## src/rtl/core/baro_compensation_fixed_point_macros.svh

```systemverilog
// ----------------------------------------------------------------------------
// baro_compensation_fixed_point_macros
// assertion macros shared by the compensation core
// ----------------------------------------------------------------------------
`ifndef BARO_COMPENSATION_FIXED_POINT_MACROS_SVH
`define BARO_COMPENSATION_FIXED_POINT_MACROS_SVH

// same-cycle implication, checked out of reset
`define BARO_ASSERT_IMP(lbl, ante, cons, msg) \
    lbl: assert property (@(posedge clk) disable iff (!rst_n) (ante) |-> (cons)) \
        else $error(msg);

// next-cycle implication, checked out of reset
`define BARO_ASSERT_NEXT(lbl, ante, cons, msg) \
    lbl: assert property (@(posedge clk) disable iff (!rst_n) (ante) |=> (cons)) \
        else $error(msg);

`endif

```

## src/rtl/core/baro_pkg.sv

```systemverilog
// ----------------------------------------------------------------------------
// baro_pkg
// shared types, constants and helpers of the barometric compensation core
// ----------------------------------------------------------------------------
`default_nettype none

package baro_pkg;

    localparam int RAW_W        = 24;
    localparam int RES_W        = 32;
    localparam int CFG_IDX_W    = 2;
    localparam int CFG_DATA_W   = 64;
    localparam int NUM_STAGES   = 15;
    localparam int TEMP_STAGES  = 5;
    localparam int PRESS_STAGES = NUM_STAGES - TEMP_STAGES;

    localparam logic [CFG_IDX_W-1:0] CFG_IDX_A = 2'd0;
    localparam logic [CFG_IDX_W-1:0] CFG_IDX_B = 2'd1;
    localparam logic [CFG_IDX_W-1:0] CFG_IDX_C = 2'd2;

    localparam logic [31:0] RAW_OFS   = 32'd8388608;
    localparam logic [31:0] K1_OFS    = 32'd4459;
    localparam logic [31:0] K2_OFS    = 32'd256;
    localparam logic [31:0] K4_OFS    = 32'd120586;
    localparam logic [31:0] K5_OFS    = 32'd4443;
    localparam logic [31:0] K7_OFS    = 32'd166426;
    localparam logic [31:0] K8_OFS    = 32'd7180;
    localparam logic [31:0] CF_BASE   = 32'd2097152;
    localparam logic [31:0] P_OFS     = 32'd99880;
    localparam logic [31:0] T_BASE    = 32'd81920000;
    localparam int          FRAC_W    = 11;

    typedef struct packed {
        logic [15:0] c0s;
        logic [31:0] k1;
        logic [31:0] k2;
        logic [12:0] c3;
        logic [31:0] k4;
        logic [31:0] k5;
        logic [12:0] c6;
        logic [31:0] k7;
        logic [31:0] k8;
        logic [13:0] c9;
        logic [9:0]  c10;
        logic [7:0]  c11;
        logic [4:0]  c12;
    } coef_t;

    typedef struct packed {
        logic [31:0]      rt;
        logic [31:0]      dt2;
        logic [RAW_W-1:0] up;
    } temp_res_t;

    function automatic logic [31:0] asr(input logic [31:0] x, input int unsigned n);
        asr = 32'($signed(x) >>> n);
    endfunction

endpackage

`default_nettype wire

```

## src/rtl/core/baro_coef.sv

```systemverilog
// ----------------------------------------------------------------------------
// baro_coef
// calibration registers and unpacking into the polynomial coefficients
// ----------------------------------------------------------------------------
`default_nettype none

module baro_coef (
    input  wire logic                              clk,
    input  wire logic                              rst_n,
    input  wire logic                              cfg_we,
    input  wire logic [baro_pkg::CFG_IDX_W-1:0]    cfg_index,
    input  wire logic [baro_pkg::CFG_DATA_W-1:0]   cfg_data,
    output baro_pkg::coef_t                        coef
);

    logic [63:0] cal_a_reg;
    logic [63:0] cal_b_reg;
    logic [31:0] cal_c_reg;

    logic [15:0] r0, r1, r2, r3, r4, r5, r6, r7, r8, r9;
    logic [10:0] c1;
    logic [8:0]  c2;
    logic [17:0] c4;
    logic [14:0] c5;
    logic [18:0] c7;
    logic [12:0] c8;
    logic [31:0] k4_sum;

    always_ff @(posedge clk or negedge rst_n)
    begin
        if (!rst_n)
        begin
            cal_a_reg <= '0;
            cal_b_reg <= '0;
            cal_c_reg <= '0;
        end
        else if (cfg_we)
        begin
            unique case (cfg_index)
                baro_pkg::CFG_IDX_A: cal_a_reg <= cfg_data;
                baro_pkg::CFG_IDX_B: cal_b_reg <= cfg_data;
                baro_pkg::CFG_IDX_C: cal_c_reg <= cfg_data[31:0];
                default:             ;
            endcase
        end
    end

    always_comb
    begin
        r0 = cal_a_reg[15:0];
        r1 = cal_a_reg[31:16];
        r2 = cal_a_reg[47:32];
        r3 = cal_a_reg[63:48];
        r4 = cal_b_reg[15:0];
        r5 = cal_b_reg[31:16];
        r6 = cal_b_reg[47:32];
        r7 = cal_b_reg[63:48];
        r8 = cal_c_reg[15:0];
        r9 = cal_c_reg[31:16];

        c1 = {r1[15:8], r2[2:0]};
        c2 = {r1[7:0], r4[0]};
        c4 = {r3, r0[1:0]};
        c5 = r4[15:1];
        c7 = {r6, r5[2:0]};
        c8 = r7[15:3];
        k4_sum = {14'b0, c4} + baro_pkg::K4_OFS;

        coef.c0s = {r0[15:4], 4'b0};
        coef.k1  = {21'b0, c1} + baro_pkg::K1_OFS;
        coef.k2  = {23'b0, c2} - baro_pkg::K2_OFS;
        coef.c3  = r2[15:3];
        coef.k4  = k4_sum << 4;
        coef.k5  = {17'b0, c5} - baro_pkg::K5_OFS;
        coef.c6  = r5[15:3];
        coef.k7  = {13'b0, c7} + baro_pkg::K7_OFS;
        coef.k8  = {19'b0, c8} + baro_pkg::K8_OFS;
        coef.c9  = r8[15:2];
        coef.c10 = {r9[15:8], r8[1:0]};
        coef.c11 = r9[7:0];
        coef.c12 = {r0[3:2], r7[2:0]};
    end

endmodule

`default_nettype wire

```

## config.mk

```make
export PLATFORM = sky130hd
export DESIGN_NAME = baro_coef
export DESIGN_NICKNAME = d
export VERILOG_FILES = /design/src/rtl/core/baro_compensation_fixed_point_macros.svh /design/src/rtl/core/baro_pkg.sv /design/src/rtl/core/baro_coef.sv
export SDC_FILE = /design/constraint.sdc
export NUM_CORES = 1
export LEC_CHECK = 0
export CORE_AREA = 5 5 163 165
export DETAILED_ROUTE_END_ITERATION = 16
export DIE_AREA = 0 0 168 170
export DONT_BUFFER_PORTS = 1
export HOLD_SLACK_MARGIN = 0.02
export PLACE_DENSITY = 0.59
export RECOVER_POWER = 100
export SYNTH_ARGS = -nofsm -noshare
export SYNTH_HDL_FRONTEND = slang
export SYNTH_SLANG_ARGS = --single-unit
```

## constraint.sdc

```tcl
create_clock -name clk -period 5.8 [get_ports clk]
set_input_delay 0.58 -clock clk [delete_from_list [all_inputs] [get_ports clk]]
set_output_delay 0.58 -clock clk [all_outputs]
set_load 0.05 [all_outputs]
```

==> results.py, run 1 <==
metrics = {
    "run_status": {
        "status": "finished, violations left",
        "violations": "max-capacitance violations, max-slew violations",
    },
    "power": {
        "seqPwrFrac_pct": 40.8,
        "ir_drop_mv": 0.501,
        "power_frac_clock_pct": 24.8,
        "internal_power_w": 0.00232,
        "leakage_nw": 3.67,
        "power_frac_comb_pct": 34.4,
        "p_sw_w": 0.00249,
        "power_per_cell_area_mw_per_mm2": 558,
        "swShare_pct": 51.7,
    },
    "die": {
        "die_area_mm2": 0.0286,
        "ios": 340,
        "start_util_pct": 34.4,
        "rows": 58,
        "die_w_um": 168,
        "die_y_um": 170,
        "core_mm2": 0.0249,
    },
    "route": {
        "viasPerCell": 4.77,
        "first_pass_iters": 4,
        "post-route-drc-count": 0,
        "drt_iter0_drc": 172,
        "routedWlPerCell_um": 19.9,
        "vias": 4710,
        "routed_wirelength_mm": 19.7,
        "antenna_left": 0,
    },
    "min_path": {
        "hp-class": "in -> async",
    },
    "timing": {
        "fin_crit_sh_pct": 75.1,
        "skew_ns": 0,
        "final-max-slew-violation-count": 178,
        "relSlewSlack_pct": -176,
        "holdWs_ns": 0.173,
        "max_clock_freq_mhz": 230,
        "tightest_slew_ns": 4.14,
        "period_minus_slack_ns": 4.35,
        "hold_viol_final": 0,
        "fin_tns_setup_ns": 0,
        "rsz0062_at_grt": "false",
        "finalSetupViolations": 0,
        "setup_slack_ns": 1.45,
    },
    "global_route": {
        "grt_max_degree": 161,
        "grt.total_usage_pct": 13.5,
        "grt_pass1_vias": 4861,
        "antenna_found_initial": 0,
        "grt_pass1_wl_mm": 30.5,
        "grt-ovfl-total": 0,
    },
    "synth": {
        "synth_seq_area_share_pct": 46.8,
        "synth_area_mm2": 0.00856,
        "ys.flop_type": "dfrtp_1",
        "synth_edf_count": 0,
        "async_flop_share_pct": 100,
        "post_synth_num_cell_types": 55,
        "synthCells": 723,
        "syn_area_per_cell_um2": 11.8,
        "synth_seq_cells": 160,
        "yosysWarnings": 0,
    },
    "worst_setup_path": {
        "startpoint_type": "flip-flop",
        "cp-endpoint": "coef[138]",
        "regToRegSetupSlack_ns": 3.12,
        "cp.required_ns": 5.22,
        "r2r-end": "cal_a_reg[23]",
        "worst-path-max-fanout": 17,
        "worst_ep_arrival_time_ns": 3.77,
        "worstReg2RegStart": "cal_a_reg[23]",
        "rr_worst_depth": 2,
        "critPathLaunch": "cal_b_reg[1]",
        "end_kind": "output pin",
        "critPathKind": "reg -> out",
    },
    "cts": {
        "cts_buffers": 17,
        "clk_pin_slew_ns": 0.08,
        "htree_levels": 4,
        "cts_sinks": 160,
        "clock_path_buffers": 2,
        "cts_tree": "yes",
        "cts-root-buf": "clkbuf_16",
        "clk_latency_ns": 0.42,
    },
    "place": {
        "dp.cells": 954,
        "portBuffers": 0,
        "dp_hpwl_mm": 14.1,
        "gp_congestion": 0.819,
        "pre_cts_slack_ns": 2.88,
    },
    "finish": {
        "drive_gt1_share_pct": 30.0,
        "syn_to_final_growth_pct": 0.760,
        "fill_cells": 2477,
        "final_cells": 987,
        "final_cell_mix": "dfrtp_1, mux2_2, conb_1",
        "diodes": 0,
        "final_nets": 718,
        "fin_util_pct": 34.6,
        "final_common_cell": "dfrtp_1",
    },
    "job": {
        "maxCapViolations": 8,
    },
}
[worst min path at each step]
stage	cells after the start	start	slack, ns	endpoint
2_1_floorplan	0	rst_n	0.28	cal_a_reg[0]
3_3_place_gp	0	rst_n	0.29	cal_a_reg[22]
3_5_place_dp	0	rst_n	0.29	cal_a_reg[22]
4_1_cts	1	rst_n	0.21	cal_a_reg[22]
5_1_grt	1	rst_n	0.22	cal_a_reg[22]
6_report	1	rst_n	0.17	cal_a_reg[22]
[per-layer routing]
layer  up-vias  global-route usage (%)  wire length [um]
met5         -                       0                 0
met4         0                    3.42               201
met3         9                    5.64              2070
met2       245                    22.2              9570
met1      2371                    16.6              7810
li1       2085                       -                 -
[final cells by class]
class                           instances  area, um^2  area share [%]
Clock buffer                           17         425            4.93
Clock inverter                         15         188            2.18
Inverter                               17        65.1           0.754
Multi-Input combinational cell        428        3400            39.4
Sequential cell                       160        4000            46.4
Tap cell                              330         413            4.79
Timing Repair Buffer                   20         129            1.49
[cells by family after synthesis]
logic type,synth area share (%)
buffers and inverters,16.1
DFF,46.8
muxes,20.4
and+or+nand+nor,5.32
AOI/OAI and AO/OA,4.79
xor gates and xnor gates,5.83
adders and majority gates,0.731
other,0.0877
[worst max-delay path: stages, from the launching register on]
cell and delay, ns:
dfrtp_1 0.42, a21oi_1 0.32, o21bai_1 0.15, a22o_1 0.27, nor3_1 0.16, clkbuf_4 1.70, buf_6 0.31
[synth_stat cells (2+ instances only)]
library cell	instances	area share, %
inv_1	17	0.75
nand2_1	25	1.1
o221ai_1	2	0.20
buf_2	17	0.99
xnor2_1	29	3.0
nand3_1	5	0.29
clkbuf_1	5	0.22
buf_4	161	14
nand4_1	3	0.22
o21ai_1	2	0.12
nor2_1	19	0.83
o21ai_2	2	0.20
or4_1	2	0.18
nor3_1	8	0.47
and3_1	2	0.15
o21a_1	3	0.26
o31ai_1	2	0.18
nor3b_1	2	0.18
o21ai_0	19	1.1
conb_1	2	0.088
xor2_1	28	2.9
nor2b_1	5	0.37
nand3b_1	5	0.44
o211ai_1	2	0.18
a21oi_1	8	0.47
and2_1	2	0.15
o2111ai_1	2	0.20
ha_1	5	0.73
mux2_2	154	20
dfrtp_1	160	47
[power by group through the flow]
| stage | clock, W | sequential, W | combinational, W |
|---|---|---|---|
| 6_report | 0.00119 | 0.00196 | 0.00165 |
| 5_1_grt | 0.00128 | 0.00200 | 0.00174 |
| 4_1_cts | 0.00123 | 0.00197 | 0.00171 |
| 3_5_place_dp | 0 | 0.00199 | 0.00168 |
| 3_3_place_gp | 0 | 0.00199 | 0.00167 |
| 2_1_floorplan | 0 | 0.00163 | 0.00198 |
[through the flow]
stage / power (W) / cell area [um^2]
2_1_floorplan: 0.00361 / 8800
3_3_place_gp: 0.00366 / 8120
3_5_place_dp: 0.00367 / 8120
4_1_cts: 0.00490 / 8760
5_1_grt: 0.00502 / 8620
6_report: 0.00481 / 8620
[timing repair]
action | 4_1_cts | 5_1_grt
setup buffers | 0 | 0
hold buffers | 1 | 0
endpoints found under the hold margin | 160 | 0
resized for setup | 0 | 0
No activity file was read; power rests on OpenSTA's default activity.
==> inputs of run 2 (changes only) <==
==> constraint.sdc (replaced) <==
create_clock -name clk -period 4.5 [get_ports clk]
set_input_delay 0.45 -clock clk [delete_from_list [all_inputs] [get_ports clk]]
set_output_delay 0.45 -clock clk [all_outputs]
set_load 0.05 [all_outputs]
==> results.py, run 2 (synthesis results as in run 1) <==
metrics = {
    "run_status": {
        "status": "finished, violations left",
        "violations": "max-capacitance violations, max-slew violations",
    },
    "cts": {
        "cts_hold_buf": 1,
        "cts_tree": "yes",
        "cts_resized": 0,
        "clock_path_buffers": 2,
        "cts_sinks": 160,
        "cts-root-buf": "clkbuf_16",
        "cts_buffers": 17,
        "clk_latency_ns": 0.42,
        "cts_setup_buffers": 0,
        "htree_levels": 4,
        "clk_pin_slew_ns": 0.08,
    },
    "route": {
        "routed_wirelength_mm": 19.5,
        "drt_iter0_drc": 168,
        "viasPerCell": 4.77,
        "vias": 4706,
        "first_pass_iters": 4,
        "routedWlPerCell_um": 19.8,
        "antenna_left": 0,
        "post-route-drc-count": 0,
    },
    "place": {
        "pre_cts_slack_ns": 1.72,
        "gp_congestion": 0.819,
        "dp.cells": 954,
        "portBuffers": 0,
        "dp_hpwl_mm": 14.0,
    },
    "power": {
        "ir_drop_mv": 0.625,
        "power_per_cell_area_mw_per_mm2": 715,
        "leakage_nw": 3.65,
        "p_total_w": 0.00616,
    },
    "timing": {
        "finalSetupViolations": 0,
        "fin_tns_setup_ns": 0,
        "final-max-slew-violation-count": 173,
        "holdWs_ns": 0.0314,
        "max_clock_freq_mhz": 270,
        "fin_crit_sh_pct": 82.3,
        "relSlewSlack_pct": -169,
        "tightest_slew_ns": 4.03,
        "setup_slack_ns": 0.797,
        "period_minus_slack_ns": 3.70,
        "hold_viol_final": 0,
        "rsz0062_at_grt": "false",
        "skew_ns": 0,
    },
    "worst_setup_path": {
        "worst_ep_arrival_time_ns": 3.25,
        "cp.required_ns": 4.05,
        "startpoint_type": "flip-flop",
        "r2r-end": "cal_a_reg[1]",
        "end_kind": "output pin",
        "rr_worst_depth": 2,
        "critPathKind": "reg -> out",
        "worst-path-max-fanout": 17,
        "regToRegSetupSlack_ns": 3.31,
        "worstReg2RegStart": "cal_a_reg[1]",
    },
    "die": {
        "die_area_mm2": 0.0286,
        "die_y_um": 170,
        "die_w_um": 168,
        "rows": 58,
        "core_mm2": 0.0249,
        "ios": 340,
        "start_util_pct": 34.4,
    },
    "finish": {
        "final_nets": 718,
        "syn_to_final_growth_pct": 0.702,
        "diodes": 0,
        "final_cells": 987,
        "drive_gt1_share_pct": 29.8,
        "fill_cells": 2458,
        "final_cell_mix": "dfrtp_1, mux2_2, conb_1",
        "final_common_cell": "dfrtp_1",
    },
    "global_route": {
        "grt_pass1_vias": 4875,
        "grt_pass1_wl_mm": 30.3,
        "antenna_found_initial": 0,
        "grt_max_degree": 161,
        "grt.total_usage_pct": 13.4,
        "grt-ovfl-total": 0,
    },
    "job": {
        "maxCapViolations": 6,
    },
    "min_path": {
        "hp-class": "in -> async",
    },
}
==> run 2: cell count changes in the layout (fill, tap and decap cells not counted), moves of 2 or more <==
cell / delta
buf_6: -2
inv_6: -3
inv_8: +3
clkinv_8: +2
==> run 2: power breakdown <==
part	leakage (nW)	internal, W	switching [W]
logic	1.46	0.000439	0.00168
clock network	0.298	0.000806	0.000706
registers	1.90	0.00170	0.000832
total	3.65	0.00294	0.00322
==> run 2: cell type report <==
class | instances | area (um^2) | share of cell area, %
sequential | 160 | 4000 | 46.5
multi-input combinational | 428 | 3400 | 39.4
clock buffer | 17 | 425 | 4.94
tap | 330 | 413 | 4.79
clock inverter | 15 | 189 | 2.19
timing repair buffer | 20 | 120 | 1.39
inverter | 17 | 71.3 | 0.827
==> run 2: worst max-delay path by stage <==
| stage | startpoint | end | slack (ns) | cells past startpoint |
|---|---|---|---|---|
| floorplan | cal_b_reg[1] | coef[130] | 0.72 | 5 |
| global placement | cal_a_reg[32] | coef[231] | 1.73 | 6 |
| detailed placement | cal_b_reg[1] | coef[138] | 1.72 | 6 |
| CTS | cal_b_reg[1] | coef[138] | 1.23 | 6 |
| global route | cal_b_reg[3] | coef[143] | 0.64 | 6 |
| finish | cal_b_reg[1] | coef[143] | 0.80 | 6 |
==> run 2: metrics by stage <==
step           cell area [um^2]  utilization [%]
4_1_cts                    8760             35.2
6_report                   8620             34.6
2_1_floorplan              8800                -
5_1_grt                    8620             34.6
3_5_place_dp               8120             32.6
3_3_place_gp               8120             32.6
==> run 2: worst max-delay path: stages (launching register included) <==
cell and delay [ns]:
dfrtp_1 0.41, a21oi_1 0.34, o21bai_1 0.16, a22o_1 0.28
nor3_1 0.32, buf_12 0.71, clkbuf_1 0.56
==> run 2: metal layers <==
layer  up-vias  share of wire, %  track usage (%)
met1      2361                41             16.5
met4         0              0.94             3.42
met3         8                10             5.53
met5         -                 0                0
li1       2087                 -                -
met2       250                48             22.1
